File: src/design/ccenc_pkg.sv
// Shared types, constants and the BCH(63,56) remainder update for the CLTU encoder.
// No dependencies; every other design file refers to this package by scoped names.
package ccenc_pkg;

    localparam logic [6:0] BCH_POLY   = 7'h45;
    localparam logic [7:0] FILL_BYTE  = 8'h55;
    localparam logic [7:0] TAIL_A     = 8'hC5;
    localparam logic [7:0] TAIL_A_END = 8'h79;
    localparam logic [7:0] START_HI   = 8'hEB;
    localparam logic [7:0] START_LO   = 8'h90;

    localparam logic [2:0] BLOCK_LAST_POS = 3'd6;
    localparam logic [2:0] TAIL_LAST_IDX  = 3'd7;
    localparam logic       TAIL_MODE_RESET = 1'b0;

    typedef struct packed {
        logic [7:0] data_byte;
        logic       last_byte;
    } ccenc_in_t;

    typedef struct packed {
        logic [7:0] out_byte;
        logic       run_last;
        logic       cltu_end;
    } ccenc_out_t;

    typedef enum logic [2:0] {
        PH_START_HI,
        PH_START_LO,
        PH_DATA,
        PH_PARITY,
        PH_FILL,
        PH_TAIL
    } ccenc_phase_t;

    // Shift one byte, MSB first, through the remainder register.
    function automatic logic [6:0] bch_update(input logic [6:0] par, input logic [7:0] b);
        logic [6:0] p;
        logic       fb;
        p = par;
        for (int k = 7; k >= 0; k--) begin
            fb = p[6] ^ b[k];
            p  = {p[5:0], 1'b0};
            if (fb)
            begin
                p = p ^ BCH_POLY;
            end
        end
        return p;
    endfunction

endpackage

File: src/design/ccenc_in_reg.sv
// Input holding register for the CLTU encoder: keeps one item until the sequencer is done.
// Depends on ccenc_pkg for the input item type.
module ccenc_in_reg (
    input  logic                 clk,
    input  logic                 rst_n,
    input  logic                 in_valid,
    output logic                 in_stall,
    input  ccenc_pkg::ccenc_in_t in_data,
    input  logic                 consume,
    output logic                 hold_valid,
    output ccenc_pkg::ccenc_in_t hold_data
);

    logic                 valid_reg;
    logic                 valid_next;
    ccenc_pkg::ccenc_in_t data_reg;
    logic                 take;

    // Free slot, or the held item finishes in this cycle.
    assign in_stall   = valid_reg && !consume;
    assign take       = in_valid && !in_stall;
    assign valid_next = take ? 1'b1 : (consume ? 1'b0 : valid_reg);

    always_ff @(posedge clk or negedge rst_n)
    begin
        if (!rst_n)
        begin
            valid_reg <= 1'b0;
        end
        else
        begin
            valid_reg <= valid_next;
        end
    end

    always_ff @(posedge clk)
    begin
        if (take)
        begin
            data_reg <= in_data;
        end
    end

    assign hold_valid = valid_reg;
    assign hold_data  = data_reg;

endmodule

File: src/design/ccenc_seq.sv
// CLTU byte sequencer: start, data, parity, fill and tail bytes, one a cycle unless stalled.
// Depends on ccenc_pkg for types, constants and the BCH update function.
module ccenc_seq (
    input  logic                  clk,
    input  logic                  rst_n,
    input  logic                  hold_valid,
    input  ccenc_pkg::ccenc_in_t  hold_data,
    input  logic                  advance,
    input  logic                  tail_mode,
    output logic                  emit_valid,
    output ccenc_pkg::ccenc_out_t emit_data,
    output logic                  consume
);

    ccenc_pkg::ccenc_phase_t phase_reg;
    ccenc_pkg::ccenc_phase_t phase_next;
    logic [6:0]              parity_reg;
    logic [6:0]              parity_next;
    logic [2:0]              block_pos_reg;
    logic [2:0]              block_pos_next;
    logic [2:0]              tail_cnt_reg;
    logic [2:0]              tail_cnt_next;
    logic                    done;
    logic                    step;
    logic [6:0]              par_coded;

    assign step       = hold_valid && advance;
    assign emit_valid = hold_valid;
    assign consume    = step && done;

    assign par_coded = ccenc_pkg::bch_update(parity_reg,
        (phase_reg == ccenc_pkg::PH_FILL) ? ccenc_pkg::FILL_BYTE : hold_data.data_byte);

    // Next-state logic
    always_comb
    begin
        phase_next     = phase_reg;
        parity_next    = parity_reg;
        block_pos_next = block_pos_reg;
        tail_cnt_next  = tail_cnt_reg;
        unique case (phase_reg) inside
            ccenc_pkg::PH_START_HI: phase_next = ccenc_pkg::PH_START_LO;
            ccenc_pkg::PH_START_LO: phase_next = ccenc_pkg::PH_DATA;
            ccenc_pkg::PH_DATA, ccenc_pkg::PH_FILL:
            begin
                parity_next = par_coded;
                if (block_pos_reg == ccenc_pkg::BLOCK_LAST_POS)
                begin
                    block_pos_next = '0;
                    phase_next     = ccenc_pkg::PH_PARITY;
                end
                else
                begin
                    block_pos_next = block_pos_reg + 3'd1;
                    phase_next     = hold_data.last_byte ? ccenc_pkg::PH_FILL
                                                         : ccenc_pkg::PH_DATA;
                end
            end
            ccenc_pkg::PH_PARITY:
            begin
                parity_next   = '0;
                tail_cnt_next = '0;
                phase_next    = hold_data.last_byte ? ccenc_pkg::PH_TAIL
                                                    : ccenc_pkg::PH_DATA;
            end
            ccenc_pkg::PH_TAIL:
            begin
                tail_cnt_next = tail_cnt_reg + 3'd1;
                if (tail_cnt_reg == ccenc_pkg::TAIL_LAST_IDX)
                begin
                    phase_next = ccenc_pkg::PH_START_HI;
                end
            end
            default: phase_next = ccenc_pkg::PH_START_HI;
        endcase
    end

    // Output logic
    always_comb
    begin
        emit_data = '0;
        done      = 1'b0;
        unique case (phase_reg)
            ccenc_pkg::PH_START_HI: emit_data.out_byte = ccenc_pkg::START_HI;
            ccenc_pkg::PH_START_LO: emit_data.out_byte = ccenc_pkg::START_LO;
            ccenc_pkg::PH_DATA:
            begin
                emit_data.out_byte = hold_data.data_byte;
                done = !hold_data.last_byte && (block_pos_reg != ccenc_pkg::BLOCK_LAST_POS);
            end
            ccenc_pkg::PH_FILL: emit_data.out_byte = ccenc_pkg::FILL_BYTE;
            ccenc_pkg::PH_PARITY:
            begin
                emit_data.out_byte = {~parity_reg, 1'b0};
                done = !hold_data.last_byte;
            end
            ccenc_pkg::PH_TAIL:
            begin
                if (tail_mode)
                begin
                    emit_data.out_byte = ccenc_pkg::FILL_BYTE;
                end
                else if (tail_cnt_reg == ccenc_pkg::TAIL_LAST_IDX)
                begin
                    emit_data.out_byte = ccenc_pkg::TAIL_A_END;
                end
                else
                begin
                    emit_data.out_byte = ccenc_pkg::TAIL_A;
                end
                emit_data.cltu_end = (tail_cnt_reg == ccenc_pkg::TAIL_LAST_IDX);
                done = (tail_cnt_reg == ccenc_pkg::TAIL_LAST_IDX);
            end
            default: emit_data.out_byte = '0;
        endcase
        emit_data.run_last = done;
    end

    always_ff @(posedge clk or negedge rst_n)
    begin
        if (!rst_n)
        begin
            phase_reg     <= ccenc_pkg::PH_START_HI;
            parity_reg    <= '0;
            block_pos_reg <= '0;
            tail_cnt_reg  <= '0;
        end
        else if (step)
        begin
            phase_reg     <= phase_next;
            parity_reg    <= parity_next;
            block_pos_reg <= block_pos_next;
            tail_cnt_reg  <= tail_cnt_next;
        end
    end

endmodule

File: src/design/ccenc_out_reg.sv
// Output register for the CLTU encoder: holds one result item while the receiver stalls.
// Depends on ccenc_pkg for the result item type.
module ccenc_out_reg (
    input  logic                  clk,
    input  logic                  rst_n,
    input  logic                  load_valid,
    input  ccenc_pkg::ccenc_out_t load_data,
    output logic                  advance,
    output logic                  out_valid,
    input  logic                  out_stall,
    output ccenc_pkg::ccenc_out_t out_data
);

    logic                  valid_reg;
    logic                  valid_next;
    ccenc_pkg::ccenc_out_t data_reg;

    assign advance    = !valid_reg || !out_stall;
    assign valid_next = advance ? load_valid : valid_reg;

    always_ff @(posedge clk or negedge rst_n)
    begin
        if (!rst_n)
        begin
            valid_reg <= 1'b0;
        end
        else
        begin
            valid_reg <= valid_next;
        end
    end

    always_ff @(posedge clk)
    begin
        if (advance && load_valid)
        begin
            data_reg <= load_data;
        end
    end

    assign out_valid = valid_reg;
    assign out_data  = data_reg;

endmodule

File: src/design/ccenc_top.sv
// CLTU encoder top level: input register, byte sequencer, output register, tail mode register.
// Depends on ccenc_pkg, ccenc_in_reg, ccenc_seq and ccenc_out_reg.
//
// Usage:
//   Feed a telecommand frame one data byte per item on the input channel
//   (in_valid / in_stall / in_data), with last_byte set on its final byte.
//   CLTU bytes leave on the output channel (out_valid / out_stall / out_data),
//   one byte per cycle unless the receiver stalls: EB 90 before the first byte of a frame,
//   each data byte, a parity byte after every seventh byte of a code block, 55 fill bytes
//   to close a partial block on the last byte, then eight tail bytes.
//   run_last flags the final result of each item, cltu_end the final tail byte.
//   cfg_wr_en / cfg_wr_data write tail_mode (0: C5 x7 then 79, 1: 55 x8);
//   write it only while the block is idle.
// Timing:
//   An item is taken into the input register, and its first result is then
//   registered in the output register. The sequencer emits one byte per cycle
//   while the receiver does not stall; an item has 1 result for a plain data
//   byte, +1 for a parity byte, +2 for a frame start, up to 18 for a one-byte
//   frame. The next item is accepted in the cycle the current one emits its
//   last byte. The output port, at one byte per cycle when not stalled, sets this.
// Reset and stall:
//   Reset empties both registers and waits for the start of a frame. While the
//   receiver stalls, the output item holds and the sequencer and input freeze.
module ccsds_cltu_encoder_top (
    input  logic                  clk,
    input  logic                  rst_n,
    input  logic                  in_valid,
    output logic                  in_stall,
    input  ccenc_pkg::ccenc_in_t  in_data,
    output logic                  out_valid,
    input  logic                  out_stall,
    output ccenc_pkg::ccenc_out_t out_data,
    input  logic                  cfg_wr_en,
    input  logic                  cfg_wr_data
);

    logic                  hold_valid;
    ccenc_pkg::ccenc_in_t  hold_data;
    logic                  consume;
    logic                  advance;
    logic                  emit_valid;
    ccenc_pkg::ccenc_out_t emit_data;
    logic                  tail_mode_reg;

    // Tail selection, sampled by the sequencer while it emits the tail.
    always_ff @(posedge clk or negedge rst_n)
    begin
        if (!rst_n)
        begin
            tail_mode_reg <= ccenc_pkg::TAIL_MODE_RESET;
        end
        else if (cfg_wr_en)
        begin
            tail_mode_reg <= cfg_wr_data;
        end
    end

    // Hold the current item until its last byte is emitted.
    ccenc_in_reg u_in_reg (
        .clk        (clk),
        .rst_n      (rst_n),
        .in_valid   (in_valid),
        .in_stall   (in_stall),
        .in_data    (in_data),
        .consume    (consume),
        .hold_valid (hold_valid),
        .hold_data  (hold_data)
    );

    // Advance one CLTU byte per cycle whenever the output register can load.
    ccenc_seq u_seq (
        .clk        (clk),
        .rst_n      (rst_n),
        .hold_valid (hold_valid),
        .hold_data  (hold_data),
        .advance    (advance),
        .tail_mode  (tail_mode_reg),
        .emit_valid (emit_valid),
        .emit_data  (emit_data),
        .consume    (consume)
    );

    // Separate the sequencer from the receiver.
    ccenc_out_reg u_out_reg (
        .clk        (clk),
        .rst_n      (rst_n),
        .load_valid (emit_valid),
        .load_data  (emit_data),
        .advance    (advance),
        .out_valid  (out_valid),
        .out_stall  (out_stall),
        .out_data   (out_data)
    );

endmodule

File: config.mk
export PLATFORM = sky130hd
export DESIGN_NAME = ccsds_cltu_encoder_top
export DESIGN_NICKNAME = d
export VERILOG_FILES = /design/src/design/ccenc_pkg.sv /design/src/design/ccenc_in_reg.sv /design/src/design/ccenc_seq.sv /design/src/design/ccenc_out_reg.sv /design/src/design/ccenc_top.sv
export SDC_FILE = /design/constraint.sdc
export NUM_CORES = 1
export LEC_CHECK = 0
export ABC_AREA = 1
export BUFFER_PORTS_ARGS = -buffer_cell sky130_fd_sc_hd__buf_2
export CELL_PAD_IN_SITES_DETAIL_PLACEMENT = 1
export CELL_PAD_IN_SITES_GLOBAL_PLACEMENT = 1
export CORE_UTILIZATION = 35
export CTS_BUF_LIST = sky130_fd_sc_hd__clkbuf_16
export CTS_CLUSTER_DIAMETER = 40
export DETAILED_ROUTE_END_ITERATION = 10
export GPL_ROUTABILITY_DRIVEN = 1
export HOLD_SLACK_MARGIN = 0.15
export PLACE_DENSITY_LB_ADDON = 0.1
export SETUP_SLACK_MARGIN = 0.4
export SLEW_MARGIN = 25
export SYNTH_ARGS = -nofsm -noshare
export SYNTH_HDL_FRONTEND = slang
export SYNTH_SLANG_ARGS = --single-unit
File: constraint.sdc
create_clock -name clk -period 3.5 [get_ports clk]
set_input_delay 0.35 -clock clk [delete_from_list [all_inputs] [get_ports clk]]
set_output_delay 0.35 -clock clk [all_outputs]
set_load 0.1 [all_outputs]
==> out/qor.json, run 1 <==
{
  "ios": 27,
  "chipWidth_um": 82.1,
  "reg2reg_to": "u_seq.block_pos_reg[1]",
  "timing_worst_slew_pin_value_ps": 631,
  "synthesis.area_um2": 2250,
  "post_synth.cell_area_avg_um2": 9.32,
  "finalClockSkew_ps": 3.49,
  "synthToLayoutAreaGrowth_pct": 16.4,
  "gr-usage-all-layers": 0.174,
  "vias_per_cell": 4.86,
  "holdPathStages": 1,
  "insertion_delay_of_the_later_clocked_pin_in_the_worst_skew_pair_ps": 270,
  "maxSlewViolCount": 0,
  "synth-seq-area-share": 0.465,
  "gr-usage-met2": 0.287,
  "die_area_um2": 6740,
  "number_of_global_route_vias_before_repair": 1755,
  "initial_core_util": 0.371,
  "place_hpwl_um": 4130,
  "post-route-drc-count": 0,
  "finalSetupViolCount": 0,
  "layout_worst_path_cycle_share": 0.724,
  "cts_tree": "built",
  "cts.root.buffer_cell": "clkbuf_16",
  "synth.lib_cells_used.distinct": 32,
  "drt_wl_total_um": 5190,
  "route.vias.total": 1711,
  "max-cap-violations": 0,
  "placeableCoreArea_um2": 6060,
  "worstHoldEndpoint": "u_in_reg.hold_data[2]",
  "finalWeightedCongestion": 0.729,
  "antenna-diode-count": 0,
  "setup_crit_end_kind": "primary output",
  "layout-drive-gt1-share": 0.264,
  "largest_net_degree_at_the_start_of_global_routing": 20,
  "die_h_um": 82.1,
  "final.min_clock_period_ps": 2530,
  "required_ps": 3150,
  "worstReg2RegStart": "u_seq.phase_reg[1]",
  "maxSlewHeadroom": 0.579,
  "row_count": 28,
  "grt_pass1_wl_um": 8620,
  "hp-start": "in_data[2]",
  "wp_data_arrival_ps": 2180,
  "clk_pin_slew_ps": 60,
  "htree_num_levels": 2,
  "grt_util_met1": 0.237,
  "cp_max_fo": 8,
  "setup.worst_path.start_class": "flip-flop",
  "critical_path_class": "flip-flop to primary output",
  "worstHoldPathType": "primary input to flip-flop",
  "f_max_mhz": 395,
  "ant_nets": 0,
  "rr_worst_depth": 10,
  "fin_setup_tns_ps": 0,
  "mappedNetlistNets": 258,
  "ys_seq_elements": 38,
  "yosys_warning_total": 0,
  "timing_hold_violations_final": 0,
  "setup_repair_after_global_routing_missed_its_margin": "false",
  "flip_flop_count_of_the_largest_register_after_layout": 10,
  "buffer_ports.inserted": 26,
  "post_synth_inst_count": 241,
  "grt.overflow.total": 0,
  "post_drt_wl_per_cell_um": 14.7,
  "drt_pass1_iterations": 4,
  "ctsResizeCount": 0,
  "clk_path_buf_depth": 2,
  "grt_most_used_layer": "met2",
  "filler_cell_count": 738,
  "status": "complete, no violations",
  "initial_antenna_violation_count": 0,
  "finish.net_count": 293,
  "cts-buffers-inserted": 5,
  "grt_use_met3": 0.0363,
  "initialDrtViolationCount": 57,
  "minimum_setup_slack_among_reg_to_reg_paths_ps": 1190,
  "sinks_on_clock_net": 38
}
layer usage:
| layer | share of wire | vias up |
|---|---|---|
| li1 | - | 856 |
| met1 | 0.50 | 823 |
| met2 | 0.47 | 28 |
| met3 | 0.032 | 4 |
| met4 | 0.0039 | 0 |
| met5 | 0 | - |
layout by cell type, fill, tap and decap left out, drive strengths merged, types with 5 or more instances in the layout:
cell,count
nand2,75
inv,41
buf,28
nand3,25
dfrtp,19
edfxtp,19
o21ai,18
nor2,13
xor2,9
clkbuf,5
nor3,5
metrics by stage:
| step | cell area [um^2] | worst slack (ps) | utilization | cells | hold slack, ps |
|---|---|---|---|---|---|
| detailed placement | 2470 | 1190 | 0.408 | 343 | 332 |
| floorplan | 2250 | 407 | - | 241 | 54.4 |
| CTS | 2620 | 957 | 0.432 | 352 | 243 |
| finish | 2620 | 966 | 0.432 | 352 | 246 |
| global placement | 2470 | 1230 | 0.408 | 343 | 334 |
| global route | 2620 | 811 | 0.432 | 352 | 241 |
kinds of logic (layout without fill, tap and decap cells):
group | count (synthesis) | count (layout) | synth area share
compound gates | 33 | 33 | 0.0874
xor+xnor | 9 | 9 | 0.0735
flops | 38 | 38 | 0.465
fa+ha+maj | 2 | 2 | 0.0111
simple gates | 120 | 120 | 0.290
buf+inv | 39 | 75 | 0.0724
worst max-delay path by stage:
| stage | from | endpoint | slack (ps) | depth (start not counted) |
|---|---|---|---|---|
| 2_1_floorplan | u_out_reg.out_valid | u_in_reg.hold_data[0] | 410 | 5 |
| 4_1_cts | u_seq.phase_reg[0] | in_stall | 960 | 7 |
| 3_5_place_dp | u_seq.phase_reg[1] | u_seq.block_pos_reg[1] | 1190 | 10 |
| 5_1_grt | u_seq.phase_reg[0] | in_stall | 810 | 7 |
| 3_3_place_gp | u_seq.phase_reg[1] | u_seq.block_pos_reg[2] | 1230 | 10 |
| 6_report | u_seq.phase_reg[0] | in_stall | 970 | 7 |
what timing repair did:
item	CTS	global route
setup buffers	0	0
hold buffers	1	0
endpoints found under the hold margin	19	0
synthesized netlist by cell type (all sizes together):
| library cell | instances | share of area |
|---|---|---|
| a21oi | 3 | 0.0067 |
| or2 | 1 | 0.0028 |
| o2111ai | 2 | 0.0078 |
| a31oi | 1 | 0.0028 |
| o31ai | 2 | 0.0067 |
| o22ai | 1 | 0.0028 |
| inv | 38 | 0.063 |
| ha | 2 | 0.011 |
| buf | 1 | 0.0089 |
| a22oi | 3 | 0.010 |
| edfxtp | 19 | 0.25 |
| o211ai | 1 | 0.0033 |
| dfrtp | 19 | 0.21 |
| nor2 | 13 | 0.024 |
| nand3b | 1 | 0.0033 |
| nand3 | 25 | 0.072 |
| o311ai | 1 | 0.0039 |
| o21ai | 18 | 0.040 |
| nand2 | 75 | 0.17 |
| nor3 | 5 | 0.016 |
| xor2 | 9 | 0.073 |
| o21a | 1 | 0.0033 |
final cells by class:
| class | instances | area, um^2 | share of cell area |
|---|---|---|---|
| sequential | 38 | 1050 | 0.400 |
| tap | 75 | 93.8 | 0.0359 |
| multi-input combinational | 164 | 1040 | 0.398 |
| clock buffer | 5 | 125 | 0.0478 |
| inverter | 38 | 143 | 0.0545 |
| clock inverter | 3 | 11.3 | 0.00430 |
| timing repair buffer | 29 | 155 | 0.0593 |
worst max-delay path, cell delays in order, from the launching register on:
cell and delay (ps):
dfrtp_1 430, inv_1 110, nor3_2 390, inv_1 190
nor2_1 190, nand3b_1 180, a21oi_2 90, buf_2 320
Power of run 1 is not shown: default switching activity piles up to over one toggle a cycle in this logic, so the estimate is an artifact.
==> inputs of run 2 (changes only) <==
clock period = 2.2 ns   (was 3.5 ns; I/O delays follow)
==> out/qor.json, run 2 (synthesis gave the netlist of run 1 again) <==
{
  "status": "complete, no violations",
  "setup.worst_path.start_class": "flip-flop",
  "crit_path_frequent_cell": "nand2_4",
  "die_area_um2": 6740,
  "layout-drive-gt1-share": 0.471,
  "finish.net_count": 345,
  "buffer_ports.inserted": 26,
  "grt_pass1_wl_um": 9450,
  "wp_data_arrival_ps": 2340,
  "synthToLayoutAreaGrowth_pct": 48.1,
  "post-route-drc-count": 0,
  "ios": 27,
  "vias_per_cell": 4.85,
  "cp_max_fo": 5,
  "largest_net_degree_at_the_start_of_global_routing": 20,
  "htree_num_levels": 2,
  "crit_chain": "nor2_4, nand2_4, buf_4, nand3_1, nand2_2, nand2_1, nand2_2, nand2_4, nand2_4, nand2_4, nand2_4, nand2_4, nand2_4, nand2_2, nand3_2, nand2_2, nand2_1, nand3_1, nand2_1",
  "placed_instance_area_um2": 2590,
  "drt_wl_total_um": 6400,
  "number_of_global_route_vias_before_repair": 1964,
  "worst_path_largest_cell_delay_ps": 410,
  "rr_worst_depth": 19,
  "route.vias.total": 1961,
  "clk_pin_slew_ps": 60,
  "row_count": 28,
  "cts.root.buffer_cell": "clkbuf_16",
  "drt_pass1_iterations": 4,
  "cts-buffers-inserted": 5,
  "layout_utilization": 0.549,
  "max-cap-violations": 0,
  "worstHoldPathType": "primary input to flip-flop",
  "timing_worst_slew_pin_value_ps": 498,
  "post_drt_wl_per_cell_um": 15.8,
  "antenna-diode-count": 0,
  "layout.cells.most_common": "nand2_1",
  "finalSetupViolCount": 0,
  "slowest_stage": "dfrtp_1",
  "final.min_clock_period_ps": 2180,
  "setup_crit_end_kind": "flip-flop",
  "timing_hold_violations_final": 0,
  "die_h_um": 82.1,
  "cts_tree": "built",
  "placeableCoreArea_um2": 6060,
  "initialDrtViolationCount": 91,
  "sinks_on_clock_net": 38,
  "filler_cell_count": 677,
  "maxSlewHeadroom": 0.670,
  "ant_nets": 0,
  "layout_worst_path_cycle_share": 0.989,
  "design_area_um2": 3330,
  "clk_path_buf_depth": 2,
  "holdPathStages": 3,
  "initial_antenna_violation_count": 0,
  "f_max_mhz": 460,
  "flip_flop_count_of_the_largest_register_after_layout": 10,
  "required_ps": 2370,
  "fin_setup_tns_ps": 0,
  "finalWeightedCongestion": 0.764,
  "most-common-layout-cells": "nand2_1 (40), buf_4 (35), inv_1 (28), buf_2 (25), edfxtp_1 (19)",
  "place_hpwl_um": 4150,
  "gr-usage-all-layers": 0.194,
  "grt.overflow.total": 0,
  "chipWidth_um": 82.1,
  "insertion_delay_of_the_later_clocked_pin_in_the_worst_skew_pair_ps": 280,
  "initial_core_util": 0.371,
  "setup_repair_after_global_routing_missed_its_margin": "true",
  "maxSlewViolCount": 0,
  "critical_path_class": "flip-flop to flip-flop",
  "finalClockSkew_ps": 4.11
}
==> run 2: cell types whose count changed in the layout (fill, tap and decap cells not counted), sizes merged <==
cell	delta
nand2	+1
dlygate4sd3	+12
clkinvlp	+1
buf	+39
inv	-3
clkinv	+2
==> run 2: timing repair <==
item / in CTS / in global routing
gates cloned: 1 / 0
hold buffers: 13 / 0
resized for setup: 39 / 25
hold endpoints to repair: 30 / 0
setup endpoints to repair: 20 / 20
pin swaps: 13 / 29
buffers inserted: 21 / 9
==> run 2: final timing paths <==
check	from	endpoint	slack (ps)
max	u_seq.phase_reg[0]	u_seq.parity_reg[2]	20
min	out_stall	u_out_reg.out_valid	170
max reg2reg	u_seq.phase_reg[0]	u_seq.parity_reg[2]	20
min reg2reg	u_seq.parity_reg[2]	u_seq.parity_reg[2]	480
max in group asynchronous	rst_n	u_out_reg.out_valid	1390
min in group asynchronous	rst_n	u_out_reg.out_valid	450
==> run 2: layer usage <==
metal / wire length, um / part of all wire / GRT usage / vias to the layer above
met3: 187 / 0.029 / 0.0418 / 10
li1: - / - / - / 964
met5: 0 / 0 / 0 / -
met4: 91 / 0.014 / 0.0421 / 0
met2: 3310 / 0.52 / 0.331 / 35
met1: 2810 / 0.44 / 0.250 / 952
==> run 2: cell type report <==
type	count	area [um^2]	area share
Clock buffer	5	125	0.0376
Timing Repair Buffer	80	623	0.187
Multi-Input combinational cell	165	1270	0.380
Tap cell	75	93.8	0.0282
Inverter	38	156	0.0470
Sequential cell	38	1050	0.316
Clock inverter	3	12.5	0.00376
==> run 2: worst max-delay path, delay by kind of cell (launching register included) <==
family / cells / cell delay, ps
simple gates: 18 / 1500
flops: 1 / 410
buf+inv: 1 / 150
==> run 2: stage by stage <==
stage	hold WS, ps	std cells	setup slack, ps
3_3_place_gp	205	352	49.5
2_1_floorplan	-75.6	241	51.1
3_5_place_dp	209	352	17.4
6_report	172	404	24.3
5_1_grt	179	404	-132
4_1_cts	171	395	55.0
Power of run 2 is left out for the same reason.
